`src/hdl/smae_pkg.sv`:
```
`default_nettype none

package smae_pkg;

  localparam logic [11:0] TotalCount = 12'd2390;
  localparam int RecipShift = 28;
  localparam logic [16:0] RecipMul = 17'd112316;
  localparam logic [5:0] EndSym = 6'd33;
  localparam int NumLetters = 33;
  localparam int NumCum = 35;
  localparam int NumNoSign = 16;
  localparam int MaxOut = 12;
  localparam int BufIdxW = 4;
  localparam int PendW = 6;

  localparam logic [7:0] CharEnd = 8'h00;
  localparam logic [7:0] CharSoft = 8'hD8;
  localparam logic [7:0] CharHard = 8'hDF;
  localparam logic [7:0] CharYeru = 8'hD9;

  localparam logic [7:0] Letters [NumLetters] = '{
    8'hC1, 8'hC2, 8'hD7, 8'hC7, 8'hC4, 8'hC5, 8'hA3, 8'hD6, 8'hDA, 8'hC9, 8'hCA,
    8'hCB, 8'hCC, 8'hCD, 8'hCE, 8'hCF, 8'hD0, 8'hD2, 8'hD3, 8'hD4, 8'hD5, 8'hC6,
    8'hC8, 8'hC3, 8'hDE, 8'hDB, 8'hDD, 8'hDF, 8'hD9, 8'hD8, 8'hDC, 8'hC0, 8'hD1
  };

  localparam logic [11:0] CumTable [NumCum] = '{
    12'd0, 12'd185, 12'd219, 12'd320, 12'd354, 12'd404, 12'd580, 12'd582, 12'd598,
    12'd637, 12'd797, 12'd828, 12'd900, 12'd995, 12'd1068, 12'd1214, 12'd1419,
    12'd1488, 12'd1609, 12'd1724, 12'd1838, 12'd1900, 12'd1907, 12'd1929,
    12'd1939, 12'd1965, 12'd1991, 12'd2005, 12'd2006, 12'd2053, 12'd2089,
    12'd2091, 12'd2114, 12'd2162, 12'd2390
  };

  localparam logic [7:0] NoSignAfter [NumNoSign] = '{
    8'h2B, 8'h2D, 8'h3D, 8'hC1, 8'hC5, 8'hA3, 8'hC9, 8'hCA, 8'hCF, 8'hD5,
    8'hDF, 8'hD9, 8'hD8, 8'hDC, 8'hC0, 8'hD1
  };

  typedef struct packed {
    logic       ok;
    logic [5:0] sym;
  } sym_lookup_t;

  typedef struct packed {
    logic put;
    logic bit_val;
    logic pad;
    logic clr_step;
    logic clr_all;
  } bp_ctrl_t;

  function automatic sym_lookup_t symbol_of(input logic [7:0] c);
    sym_lookup_t r;
    r.ok = 1'b0;
    r.sym = '0;
    if (c == CharEnd) begin
      r.ok = 1'b1;
      r.sym = EndSym;
    end else begin
      for (int i = 0; i < NumLetters; i++) begin
        if (c == Letters[i]) begin
          r.ok = 1'b1;
          r.sym = 6'(i);
        end
      end
    end
    return r;
  endfunction

  function automatic logic [11:0] cum_at(input logic [5:0] k);
    logic [11:0] r;
    r = '0;
    if (k < 6'(NumCum)) begin
      r = CumTable[k];
    end
    return r;
  endfunction

  function automatic logic follows_bad(input logic [7:0] prev);
    logic r;
    r = 1'b0;
    for (int i = 0; i < NumNoSign; i++) begin
      if (prev == NoSignAfter[i]) begin
        r = 1'b1;
      end
    end
    return r;
  endfunction

endpackage

`default_nettype wire

```
`src/hdl/smae_divider.sv`:
```
`default_nettype none

module smae_divider (
  input  logic        clk,
  input  logic        rst_n,
  input  logic        start,
  input  logic [16:0] range_in,
  input  logic [11:0] count_in,
  output logic        done,
  output logic [16:0] quot
);
  import smae_pkg::*;

  typedef enum logic [2:0] {D_IDLE, D_PROD, D_RECIP, D_BACK, D_FIX} div_state_t;

  div_state_t  state_r;
  logic [16:0] range_r;
  logic [11:0] count_r;
  logic [27:0] p_r;
  logic [16:0] q_r;
  logic [12:0] rem_r;
  logic [27:0] mul_a;
  logic [16:0] mul_b;
  logic [44:0] mul_p;
  logic [27:0] back_diff;

  // One multiplier serves the product, the reciprocal step and the back-multiply.
  always_comb begin
    mul_a = 28'(range_r);
    mul_b = 17'(count_r);
    unique case (state_r)
      D_RECIP: begin
        mul_a = p_r;
        mul_b = RecipMul;
      end
      D_BACK: begin
        mul_a = 28'(q_r);
        mul_b = 17'(TotalCount);
      end
      default: begin
      end
    endcase
  end

  assign mul_p = 45'(mul_a) * 45'(mul_b);
  assign back_diff = p_r - mul_p[27:0];

  always_ff @(posedge clk) begin
    if (!rst_n) begin
      state_r <= D_IDLE;
    end else begin
      unique case (state_r)
        D_IDLE, D_FIX: state_r <= start ? D_PROD : D_IDLE;
        D_PROD:        state_r <= D_RECIP;
        D_RECIP:       state_r <= D_BACK;
        D_BACK:        state_r <= D_FIX;
        default:       state_r <= D_IDLE;
      endcase
    end
  end

  always_ff @(posedge clk) begin
    if ((state_r == D_IDLE || state_r == D_FIX) && start) begin
      range_r <= range_in;
      count_r <= count_in;
    end
    if (state_r == D_PROD) begin
      p_r <= mul_p[27:0];
    end
    if (state_r == D_RECIP) begin
      q_r <= mul_p[RecipShift+16:RecipShift];
    end
    if (state_r == D_BACK) begin
      rem_r <= back_diff[12:0];
    end
  end

  // The reciprocal estimate is low by at most one.
  assign done = (state_r == D_FIX);
  assign quot = q_r + 17'(rem_r >= 13'(TotalCount));

endmodule

`default_nettype wire

```
`src/hdl/smae_bitpack.sv`:
```
`default_nettype none

module smae_bitpack (
  input  logic                          clk,
  input  logic                          rst_n,
  input  smae_pkg::bp_ctrl_t            ctrl,
  input  logic [smae_pkg::BufIdxW-1:0]  rd_idx,
  output logic [7:0]                    rd_data,
  output logic [smae_pkg::BufIdxW-1:0]  count,
  output logic [7:0]                    total
);
  import smae_pkg::*;

  logic [7:0]         acc_r, acc_nxt;
  logic [2:0]         pos_r, pos_nxt;
  logic [7:0]         total_r, total_nxt;
  logic [BufIdxW-1:0] count_r, count_nxt;
  logic               push;
  logic [7:0]         push_data;
  logic [7:0]         byte_mem_r [MaxOut];

  always_comb begin
    acc_nxt = acc_r;
    pos_nxt = pos_r;
    total_nxt = total_r;
    count_nxt = count_r;
    push = 1'b0;
    push_data = acc_r;
    if (ctrl.put) begin
      push_data = acc_r | ({ctrl.bit_val, 7'b0} >> pos_r);
      acc_nxt = push_data;
      pos_nxt = pos_r + 3'd1;
      if (pos_r == 3'd7) begin
        push = 1'b1;
        acc_nxt = '0;
      end
    end else if (ctrl.pad) begin
      push = (pos_r != 3'd0);
    end
    if (push) begin
      if (total_r != 8'hFF) begin
        total_nxt = total_r + 8'd1;
      end
      if (count_r < BufIdxW'(MaxOut)) begin
        count_nxt = count_r + BufIdxW'(1);
      end
    end
    if (ctrl.clr_step) begin
      count_nxt = '0;
    end
    if (ctrl.clr_all) begin
      acc_nxt = '0;
      pos_nxt = '0;
      total_nxt = '0;
      count_nxt = '0;
    end
  end

  always_ff @(posedge clk) begin
    if (!rst_n) begin
      acc_r <= '0;
      pos_r <= '0;
      total_r <= '0;
      count_r <= '0;
    end else begin
      acc_r <= acc_nxt;
      pos_r <= pos_nxt;
      total_r <= total_nxt;
      count_r <= count_nxt;
    end
  end

  always_ff @(posedge clk) begin
    if (push && count_r < BufIdxW'(MaxOut)) begin
      byte_mem_r[count_r] <= push_data;
    end
  end

  assign rd_data = byte_mem_r[rd_idx];
  assign count = count_r;
  assign total = total_r;

endmodule

`default_nettype wire

```
`src/hdl/static_model_arith_encoder_core.sv`:
```
// Static-model arithmetic encoder for one word of 8-bit Cyrillic text.
// Input channel: one character per request on in_char_code; code 0 ends the
// word. Output channel: the packed key bytes, MSB first. The last byte of a
// word carries out_is_last and the byte count in out_key_length. A bad
// character, a bad letter pair or too many pending underflow bits yields a
// single request with out_is_error and out_is_last set, and the encoder
// returns to the start of a word.
// The block handles one character at a time and is not ready meanwhile.
// Per character: it accepts the character, checks it, scales the bounds twice
// through the shared multiply-by-reciprocal divider, takes a renormalization
// step per shift and emits each pending bit in turn, settles, and then offers
// its output bytes in order, or goes back to idle when there are none. An end
// of word flushes two bits plus the pending bits, then pads a partial last
// byte. All bytes of one character are collected first and only then offered,
// so an error clears them. When the receiver stalls, the current request
// holds and the block stays busy. After reset the bounds are full range and
// the next character starts a new word.
`default_nettype none

module static_model_arith_encoder_core #(
  parameter int MAX_PENDING = 32
) (
  input  logic       clk,
  input  logic       rst_n,
  input  logic       in_valid,
  output logic       in_ready,
  input  logic [7:0] in_char_code,
  output logic       out_valid,
  input  logic       out_ready,
  output logic [7:0] out_packed_byte,
  output logic       out_is_last,
  output logic       out_is_error,
  output logic [7:0] out_key_length
);
  import smae_pkg::*;

  typedef enum logic [3:0] {
    S_IDLE, S_CHECK, S_DIV_HI, S_DIV_LO, S_RENORM, S_PEND,
    S_FLUSH, S_FTAIL, S_PAD, S_OUT, S_ERR
  } enc_state_t;

  localparam logic [PendW-1:0] PendLimit = PendW'(MAX_PENDING);

  enc_state_t         state_r, state_nxt;
  logic [7:0]         char_r, char_nxt;
  logic [5:0]         sym_r, sym_nxt;
  logic               end_r, end_nxt;
  logic [15:0]        low_r, low_nxt;
  logic [15:0]        high_r, high_nxt;
  logic [15:0]        lo_w_r, lo_w_nxt;
  logic [15:0]        hi_w_r, hi_w_nxt;
  logic [PendW-1:0]   pend_r, pend_nxt;
  logic               obit_r, obit_nxt;
  logic [PendW:0]     fcnt_r, fcnt_nxt;
  logic [7:0]         prev_r, prev_nxt;
  logic               first_r, first_nxt;
  logic [BufIdxW-1:0] rd_idx_r, rd_idx_nxt;

  sym_lookup_t        lookup;
  logic               bad_pair;
  logic               clear_word;
  bp_ctrl_t           bp;
  logic [7:0]         bp_rd;
  logic [BufIdxW-1:0] bp_count;
  logic [7:0]         bp_total;
  logic               div_start;
  logic [11:0]        div_count;
  logic [16:0]        div_range;
  logic               div_done;
  logic [16:0]        div_quot;
  logic               last_hit;

  assign lookup = symbol_of(char_r);
  assign bad_pair = first_r
    ? (char_r == CharEnd || char_r == CharSoft || char_r == CharYeru || char_r == CharHard)
    : ((char_r == CharSoft || char_r == CharHard) && follows_bad(prev_r));
  assign div_range = {1'b0, high_r} - {1'b0, low_r} + 17'd1;
  assign last_hit = (rd_idx_r == bp_count - BufIdxW'(1));

  always_comb begin
    state_nxt = state_r;
    char_nxt = char_r;
    sym_nxt = sym_r;
    end_nxt = end_r;
    low_nxt = low_r;
    high_nxt = high_r;
    lo_w_nxt = lo_w_r;
    hi_w_nxt = hi_w_r;
    pend_nxt = pend_r;
    obit_nxt = obit_r;
    fcnt_nxt = fcnt_r;
    prev_nxt = prev_r;
    first_nxt = first_r;
    rd_idx_nxt = rd_idx_r;
    bp = '0;
    div_start = 1'b0;
    div_count = cum_at(sym_r);
    clear_word = 1'b0;
    unique case (state_r)
      S_IDLE: begin
        if (in_valid) begin
          char_nxt = in_char_code;
          state_nxt = S_CHECK;
        end
      end
      S_CHECK: begin
        if (lookup.ok && !bad_pair) begin
          sym_nxt = lookup.sym;
          end_nxt = (lookup.sym == EndSym);
          div_start = 1'b1;
          div_count = cum_at(lookup.sym + 6'd1);
          state_nxt = S_DIV_HI;
        end else begin
          clear_word = 1'b1;
          state_nxt = S_ERR;
        end
      end
      S_DIV_HI: begin
        if (div_done) begin
          hi_w_nxt = low_r + div_quot[15:0] - 16'd1;
          div_start = 1'b1;
          state_nxt = S_DIV_LO;
        end
      end
      S_DIV_LO: begin
        if (div_done) begin
          lo_w_nxt = low_r + div_quot[15:0];
          state_nxt = S_RENORM;
        end
      end
      S_RENORM: begin
        if (hi_w_r[15] == lo_w_r[15]) begin
          bp.put = 1'b1;
          bp.bit_val = hi_w_r[15];
          obit_nxt = hi_w_r[15];
          if (pend_r == '0) begin
            lo_w_nxt = {lo_w_r[14:0], 1'b0};
            hi_w_nxt = {hi_w_r[14:0], 1'b1};
          end else begin
            state_nxt = S_PEND;
          end
        end else if (lo_w_r[14] && !hi_w_r[14]) begin
          if (pend_r >= PendLimit) begin
            clear_word = 1'b1;
            state_nxt = S_ERR;
          end else begin
            pend_nxt = pend_r + PendW'(1);
            lo_w_nxt = {1'b0, lo_w_r[13:0], 1'b0};
            hi_w_nxt = {1'b1, hi_w_r[13:0], 1'b1};
          end
        end else begin
          low_nxt = lo_w_r;
          high_nxt = hi_w_r;
          if (end_r) begin
            state_nxt = S_FLUSH;
          end else begin
            prev_nxt = char_r;
            first_nxt = 1'b0;
            state_nxt = S_OUT;
          end
        end
      end
      S_PEND: begin
        bp.put = 1'b1;
        bp.bit_val = ~obit_r;
        pend_nxt = pend_r - PendW'(1);
        if (pend_r == PendW'(1)) begin
          lo_w_nxt = {lo_w_r[14:0], 1'b0};
          hi_w_nxt = {hi_w_r[14:0], 1'b1};
          state_nxt = S_RENORM;
        end
      end
      S_FLUSH: begin
        bp.put = 1'b1;
        bp.bit_val = lo_w_r[14];
        obit_nxt = lo_w_r[14];
        fcnt_nxt = {1'b0, pend_r} + (PendW+1)'(1);
        state_nxt = S_FTAIL;
      end
      S_FTAIL: begin
        bp.put = 1'b1;
        bp.bit_val = ~obit_r;
        fcnt_nxt = fcnt_r - (PendW+1)'(1);
        if (fcnt_r == (PendW+1)'(1)) begin
          state_nxt = S_PAD;
        end
      end
      S_PAD: begin
        bp.pad = 1'b1;
        state_nxt = S_OUT;
      end
      S_OUT: begin
        if (bp_count == '0) begin
          clear_word = end_r;
          state_nxt = S_IDLE;
        end else if (out_ready) begin
          if (last_hit) begin
            bp.clr_step = 1'b1;
            rd_idx_nxt = '0;
            clear_word = end_r;
            state_nxt = S_IDLE;
          end else begin
            rd_idx_nxt = rd_idx_r + BufIdxW'(1);
          end
        end
      end
      S_ERR: begin
        if (out_ready) begin
          state_nxt = S_IDLE;
        end
      end
      default: state_nxt = S_IDLE;
    endcase
    if (clear_word) begin
      low_nxt = '0;
      high_nxt = 16'hFFFF;
      pend_nxt = '0;
      prev_nxt = '0;
      first_nxt = 1'b1;
      bp.clr_all = 1'b1;
    end
  end

  always_ff @(posedge clk) begin
    if (!rst_n) begin
      state_r <= S_IDLE;
      end_r <= 1'b0;
      low_r <= '0;
      high_r <= 16'hFFFF;
      pend_r <= '0;
      prev_r <= '0;
      first_r <= 1'b1;
      rd_idx_r <= '0;
    end else begin
      state_r <= state_nxt;
      end_r <= end_nxt;
      low_r <= low_nxt;
      high_r <= high_nxt;
      pend_r <= pend_nxt;
      prev_r <= prev_nxt;
      first_r <= first_nxt;
      rd_idx_r <= rd_idx_nxt;
    end
    char_r <= char_nxt;
    sym_r <= sym_nxt;
    lo_w_r <= lo_w_nxt;
    hi_w_r <= hi_w_nxt;
    obit_r <= obit_nxt;
    fcnt_r <= fcnt_nxt;
  end

  smae_divider u_divider (
    .clk      (clk),
    .rst_n    (rst_n),
    .start    (div_start),
    .range_in (div_range),
    .count_in (div_count),
    .done     (div_done),
    .quot     (div_quot)
  );

  smae_bitpack u_bitpack (
    .clk     (clk),
    .rst_n   (rst_n),
    .ctrl    (bp),
    .rd_idx  (rd_idx_r),
    .rd_data (bp_rd),
    .count   (bp_count),
    .total   (bp_total)
  );

  assign in_ready = (state_r == S_IDLE);
  assign out_valid = (state_r == S_ERR) || (state_r == S_OUT && bp_count != '0);
  assign out_is_error = (state_r == S_ERR);
  assign out_is_last = (state_r == S_ERR) || (state_r == S_OUT && end_r && last_hit);
  assign out_packed_byte = (state_r == S_ERR) ? 8'h00 : bp_rd;
  assign out_key_length = (state_r == S_OUT && end_r && last_hit) ? bp_total : 8'h00;

  a_no_overlap: assert property (@(posedge clk) disable iff (!rst_n)
    !(in_ready && out_valid))
    else $error("input accepted while a result is pending");

  a_error_form: assert property (@(posedge clk) disable iff (!rst_n)
    (out_valid && out_is_error) |-> (out_is_last && out_packed_byte == 8'h00))
    else $error("malformed error result");

  a_pend_bound: assert property (@(posedge clk) disable iff (!rst_n)
    pend_r <= PendLimit)
    else $error("pending bit count beyond its bound");

  a_div_owner: assert property (@(posedge clk) disable iff (!rst_n)
    div_done |-> (state_r == S_DIV_HI || state_r == S_DIV_LO))
    else $error("divider finished outside a scaling step");

endmodule

`default_nettype wire

```
`config.mk`:
```
export PLATFORM = sky130hd
export DESIGN_NAME = static_model_arith_encoder_core
export DESIGN_NICKNAME = d
export VERILOG_FILES = /design/src/hdl/smae_pkg.sv /design/src/hdl/smae_divider.sv /design/src/hdl/smae_bitpack.sv /design/src/hdl/static_model_arith_encoder_core.sv
export SDC_FILE = /design/constraint.sdc
export NUM_CORES = 2
export LEC_CHECK = 0
export ABC_CLOCK_PERIOD_IN_PS = 17200
export BUFFER_PORTS_ARGS = -buffer_cell sky130_fd_sc_hd__buf_2
export CAP_MARGIN = 20
export CORE_ASPECT_RATIO = 1.75
export CORE_MARGIN = 5
export CORE_UTILIZATION = 54
export DETAILED_ROUTE_END_ITERATION = 7
export PLACE_DENSITY = 0.76
export SYNTH_ARGS = -nofsm -noshare
export SYNTH_HDL_FRONTEND = slang
export SYNTH_SLANG_ARGS = --single-unit
```
`constraint.sdc`:
```
create_clock -name clk -period 17.2 [get_ports clk]
set_input_delay 1.72 -clock clk [delete_from_list [all_inputs] [get_ports clk]]
set_output_delay 1.72 -clock clk [all_outputs]
set_load 0.02 [all_outputs]
```
==> flow_metrics.py <==
metrics = {
    "clock_network": {
        "tritoncts_buffer_count": 29,
        "postCtsHoldBufs": 0,
        "clock_tree.htree_level_count": 1,
        "clk_path_buf_depth": 3,
        "cts_tree": "done",
        "clock_pin_slew_reported_for_the_worst_setup_and_hold_paths_after_clock_tree_synthesis_ns": 0.08,
        "post-cts-setup-buffer-count": 0,
        "clk_root_buffer_cell": "sky130_fd_sc_hd__clkbuf_16",
        "cts_sinks": 322,
        "worst_skew_pair.late_latency_ns": 0.61,
        "postCtsResizedCells": 0,
    },
    "routing": {
        "detailedRoute.firstIterationViolations": 1542,
        "post_drt_wl_per_cell_um": 19.8,
        "detailedRoute.firstPassIterationCount": 6,
        "detail_route.vias_per_cell": 5.68,
        "drt_drc_violations_left": 0,
        "routed_wirelength_mm": 80.2,
        "antenna_violating_nets_post_route": 0,
        "vias": 23000,
    },
    "min_path": {
        "holdPathEnd": "low_r[0]$_SDFFE_PP0P_",
        "hold_path.class": "reg -> reg",
        "holdCritStartpoint": "low_r[0]$_SDFFE_PP0P_",
        "hold-path-cell-count": 2,
    },
    "flow_run": {
        "drv.max_cap_violation_count": 0,
    },
    "timing": {
        "fin_worst_skew_ns": 0.0269,
        "final.setup.tns_ns": 0,
        "finalSetupViolations": 0,
        "timing_worst_slew_pin_value_ns": 1.02,
        "relSlewSlack_pct": 32.0,
        "rsz_0062_raised_after_global_routing": "false",
        "finalCriticalPeriod_ns": 8.79,
        "final-hold-violation-count": 0,
        "min_period_over_period_pct": 51.1,
        "final-max-slew-violation-count": 0,
        "max_freq_mhz": 114,
    },
    "worst_setup_path": {
        "worstSetupEndpointType": "flop",
        "timing.critical_path.max_delay_family": "adder cells",
        "timing.critical_path.fanout_max": 78,
        "timing.critical_path.from_type": "flop",
        "cell_occurring_most_often_along_the_worst_timing_path": "sky130_fd_sc_hd__fa_1",
        "r2r_cells": 25,
        "r2r_startpoint": "u_divider.state_r[2]$_SDFF_PN0_",
        "worstPathBufferInverterCount": 5,
        "cp_data_required_time_ns": 17.53,
        "reg2reg_to": "u_divider.q_r[7]$_DFFE_PN_",
        "worst-endpoint-arrival_ns": 9.12,
        "reg2reg_slack_ns": 8.41,
        "worstSetupPathType": "reg -> reg",
        "crit_path_max_incr_delay_ns": 0.59,
        "critical_path.slowest_cell": "sky130_fd_sc_hd__buf_4",
    },
    "yosys": {
        "synth-main-ff-cell": "sky130_fd_sc_hd__edfxtp_1",
        "syn_area_sq_um": 31500,
        "ys_seq_area_share_pct": 28.0,
        "syn_area_per_cell_sq_um": 9.75,
        "synthTopCellsByArea": "sky130_fd_sc_hd__fa_1 (23%), sky130_fd_sc_hd__edfxtp_1 (23%), sky130_fd_sc_hd__ha_1 (9.5%), sky130_fd_sc_hd__inv_1 (6.4%), sky130_fd_sc_hd__dfxtp_1 (5.5%)",
        "leading_cell_type_by_number_of_instances_after_synthesis": "sky130_fd_sc_hd__inv_1",
        "synth_common_cells": "sky130_fd_sc_hd__inv_1 (537), sky130_fd_sc_hd__nand2_1 (395), sky130_fd_sc_hd__fa_1 (364)",
        "synth_register_bits": 322,
        "netlist_instances": 3230,
        "netlist-cell-type-count": 91,
        "yosysWarnings": 0,
        "netlist.top_cell.by_area": "sky130_fd_sc_hd__fa_1",
        "synth_async_sr_flop_share_pct": 0,
        "synth_top_cell_area_share_pct": 23.1,
        "synth_enable_flop_cells": 236,
    },
    "placed_design": {
        "placedInstanceArea_sq_um": 32500,
        "portBuffers": 31,
        "place.gp.congestion": 1.01,
        "placedCellCount": 3986,
        "hpwlAfterDp_mm": 64.8,
    },
    "floorplanning": {
        "top_level_ports": 32,
        "floorplan.rows": 117,
        "die_height_um": 329,
        "effective_utilization_at_floorplan_pct": 54.3,
        "die-width_um": 193,
        "die_area_sq_um": 63400,
        "core-area_sq_um": 58000,
    },
    "grt": {
        "first_global_vias": 24500,
        "top_usage_layer": "met2",
        "grt_use_total_pct": 25.9,
        "grt.overflow.total": 0,
        "number_of_antenna_violations_at_the_first_check_in_global_routing": 0,
        "global_route.usage.met1_pct": 25.1,
        "wire_length_of_the_first_global_routing_pass_mm": 128,
        "pin_count_of_the_biggest_net_entering_global_routing": 79,
        "grt_util_met2_pct": 50.0,
        "globalRouteMet3Util_pct": 2.48,
    },
    "cells_and_area": {
        "drive_gt1_share_pct": 5.72,
        "post_layout_nonfiller_instances": 4044,
        "areaGrowthSynthToFinish_pct": 6.81,
        "fill_cells": 5049,
        "post-route-util_pct": 58.0,
        "layout_cell_area_excl_fill_sq_um": 33600,
        "final_nets": 3863,
    },
    "status": {
        "status": "complete, no violations",
    },
}
per-stage QoR:
step / hold WS [ns] / worst slack (ns)
after global placement: 0.443 / 8.67
after CTS: 0.471 / 8.46
after floorplan: 0.427 / 9.74
after detailed placement: 0.445 / 8.51
after global routing: 0.499 / 8.06
final: 0.471 / 8.41
metal layers:
metal	routed length (um)	up-vias
li1	-	10600
met1	25700	11300
met2	44500	718
met3	3010	302
met4	7010	0
met5	0	-
placed cells by master, fill, tap and decap left out, types with 29 or more instances in the layout:
master	netlist	final
sky130_fd_sc_hd__and3_1	41	41
sky130_fd_sc_hd__fa_1	364	364
sky130_fd_sc_hd__a21oi_1	145	145
sky130_fd_sc_hd__inv_1	537	537
sky130_fd_sc_hd__clkbuf_16	0	30
sky130_fd_sc_hd__mux2i_1	46	46
sky130_fd_sc_hd__nor2b_1	34	34
sky130_fd_sc_hd__ha_1	240	240
sky130_fd_sc_hd__nor2_1	227	223
sky130_fd_sc_hd__conb_1	2	55
sky130_fd_sc_hd__nor3_1	37	37
sky130_fd_sc_hd__a211oi_1	29	29
sky130_fd_sc_hd__nand2_1	395	395
sky130_fd_sc_hd__a21o_1	51	51
sky130_fd_sc_hd__xor2_1	30	29
sky130_fd_sc_hd__dfxtp_1	86	85
sky130_fd_sc_hd__nand2b_1	30	29
sky130_fd_sc_hd__mux4_2	29	29
sky130_fd_sc_hd__nand3_1	31	31
sky130_fd_sc_hd__buf_2	12	32
sky130_fd_sc_hd__o21ai_0	105	104
sky130_fd_sc_hd__xnor2_1	93	93
sky130_fd_sc_hd__edfxtp_1	236	236
sky130_fd_sc_hd__and2_1	34	34
layout make-up:
type                       instances  area (sq um)  area share, %
timing repair buffer              58           415           1.24
sequential                       322          8810           26.2
clock buffer                      38           801           2.38
clock inverter                    16           214          0.636
multi-input combinational       2299         20400           60.7
inverter                         537          2020           5.99
antenna                            1          2.50        0.00744
tap                              773           967           2.88
logic make-up after synthesis:
group	count (synthesis)	synth area share, %
simple gates	932	13.8
buf+inv	662	7.98
fa+ha+maj	604	32.7
compound gates	507	10.4
flops	322	28.0
xor+xnor	123	3.42
mux	78	3.64
other cells	2	0.0239
worst register-to-register path, cell delays in order (launching register included):
cell and delay (ns):
sky130_fd_sc_hd__dfxtp_1 0.42, sky130_fd_sc_hd__nand2b_2 0.15, sky130_fd_sc_hd__buf_4 0.59, sky130_fd_sc_hd__nor2_4 0.07, sky130_fd_sc_hd__buf_4 0.35, sky130_fd_sc_hd__buf_4 0.41, sky130_fd_sc_hd__a21oi_1 0.57, sky130_fd_sc_hd__nor2_1 0.15
sky130_fd_sc_hd__fa_1 0.53, sky130_fd_sc_hd__inv_1 0.05, sky130_fd_sc_hd__fa_1 0.53, sky130_fd_sc_hd__inv_1 0.06, sky130_fd_sc_hd__fa_1 0.43, sky130_fd_sc_hd__fa_1 0.56, sky130_fd_sc_hd__fa_1 0.44, sky130_fd_sc_hd__fa_1 0.50
sky130_fd_sc_hd__ha_1 0.37, sky130_fd_sc_hd__a21o_1 0.20, sky130_fd_sc_hd__a21o_1 0.20, sky130_fd_sc_hd__a311oi_1 0.45, sky130_fd_sc_hd__o31ai_2 0.17, sky130_fd_sc_hd__a31o_2 0.31, sky130_fd_sc_hd__a311oi_2 0.44, sky130_fd_sc_hd__nor2_1 0.10
sky130_fd_sc_hd__or2_2 0.32, sky130_fd_sc_hd__xor2_1 0.14
worst max path at each step:
| stage | start | to | slack [ns] | cells past startpoint |
|---|---|---|---|---|
| floorplan | u_divider.state_r[1]$_SDFF_PN0_ | u_divider.q_r[7]$_DFFE_PN_ | 9.74 | 26 |
| global placement | u_divider.state_r[2]$_SDFF_PN0_ | u_divider.q_r[7]$_DFFE_PN_ | 8.67 | 25 |
| detailed placement | u_divider.state_r[2]$_SDFF_PN0_ | u_divider.q_r[7]$_DFFE_PN_ | 8.51 | 25 |
| CTS | u_divider.state_r[2]$_SDFF_PN0_ | u_divider.q_r[7]$_DFFE_PN_ | 8.46 | 25 |
| global route | u_divider.state_r[2]$_SDFF_PN0_ | u_divider.q_r[7]$_DFFE_PN_ | 8.06 | 25 |
| finish | u_divider.state_r[2]$_SDFF_PN0_ | u_divider.q_r[7]$_DFFE_PN_ | 8.41 | 25 |
state kept, by name (all words and copies together), names as in the netlist, 16 cells and up, named ones only:
register              count
hi_w_r                   16
high_r                   16
lo_w_r                   16
low_r                    16
u_bitpack.byte_mem_r     96
u_divider.p_r            28
u_divider.q_r            17
u_divider.range_r        17
Power is left out: the tool's default activity adds up to more than one toggle a clock period on the data nets, which glitch-free logic cannot reach.
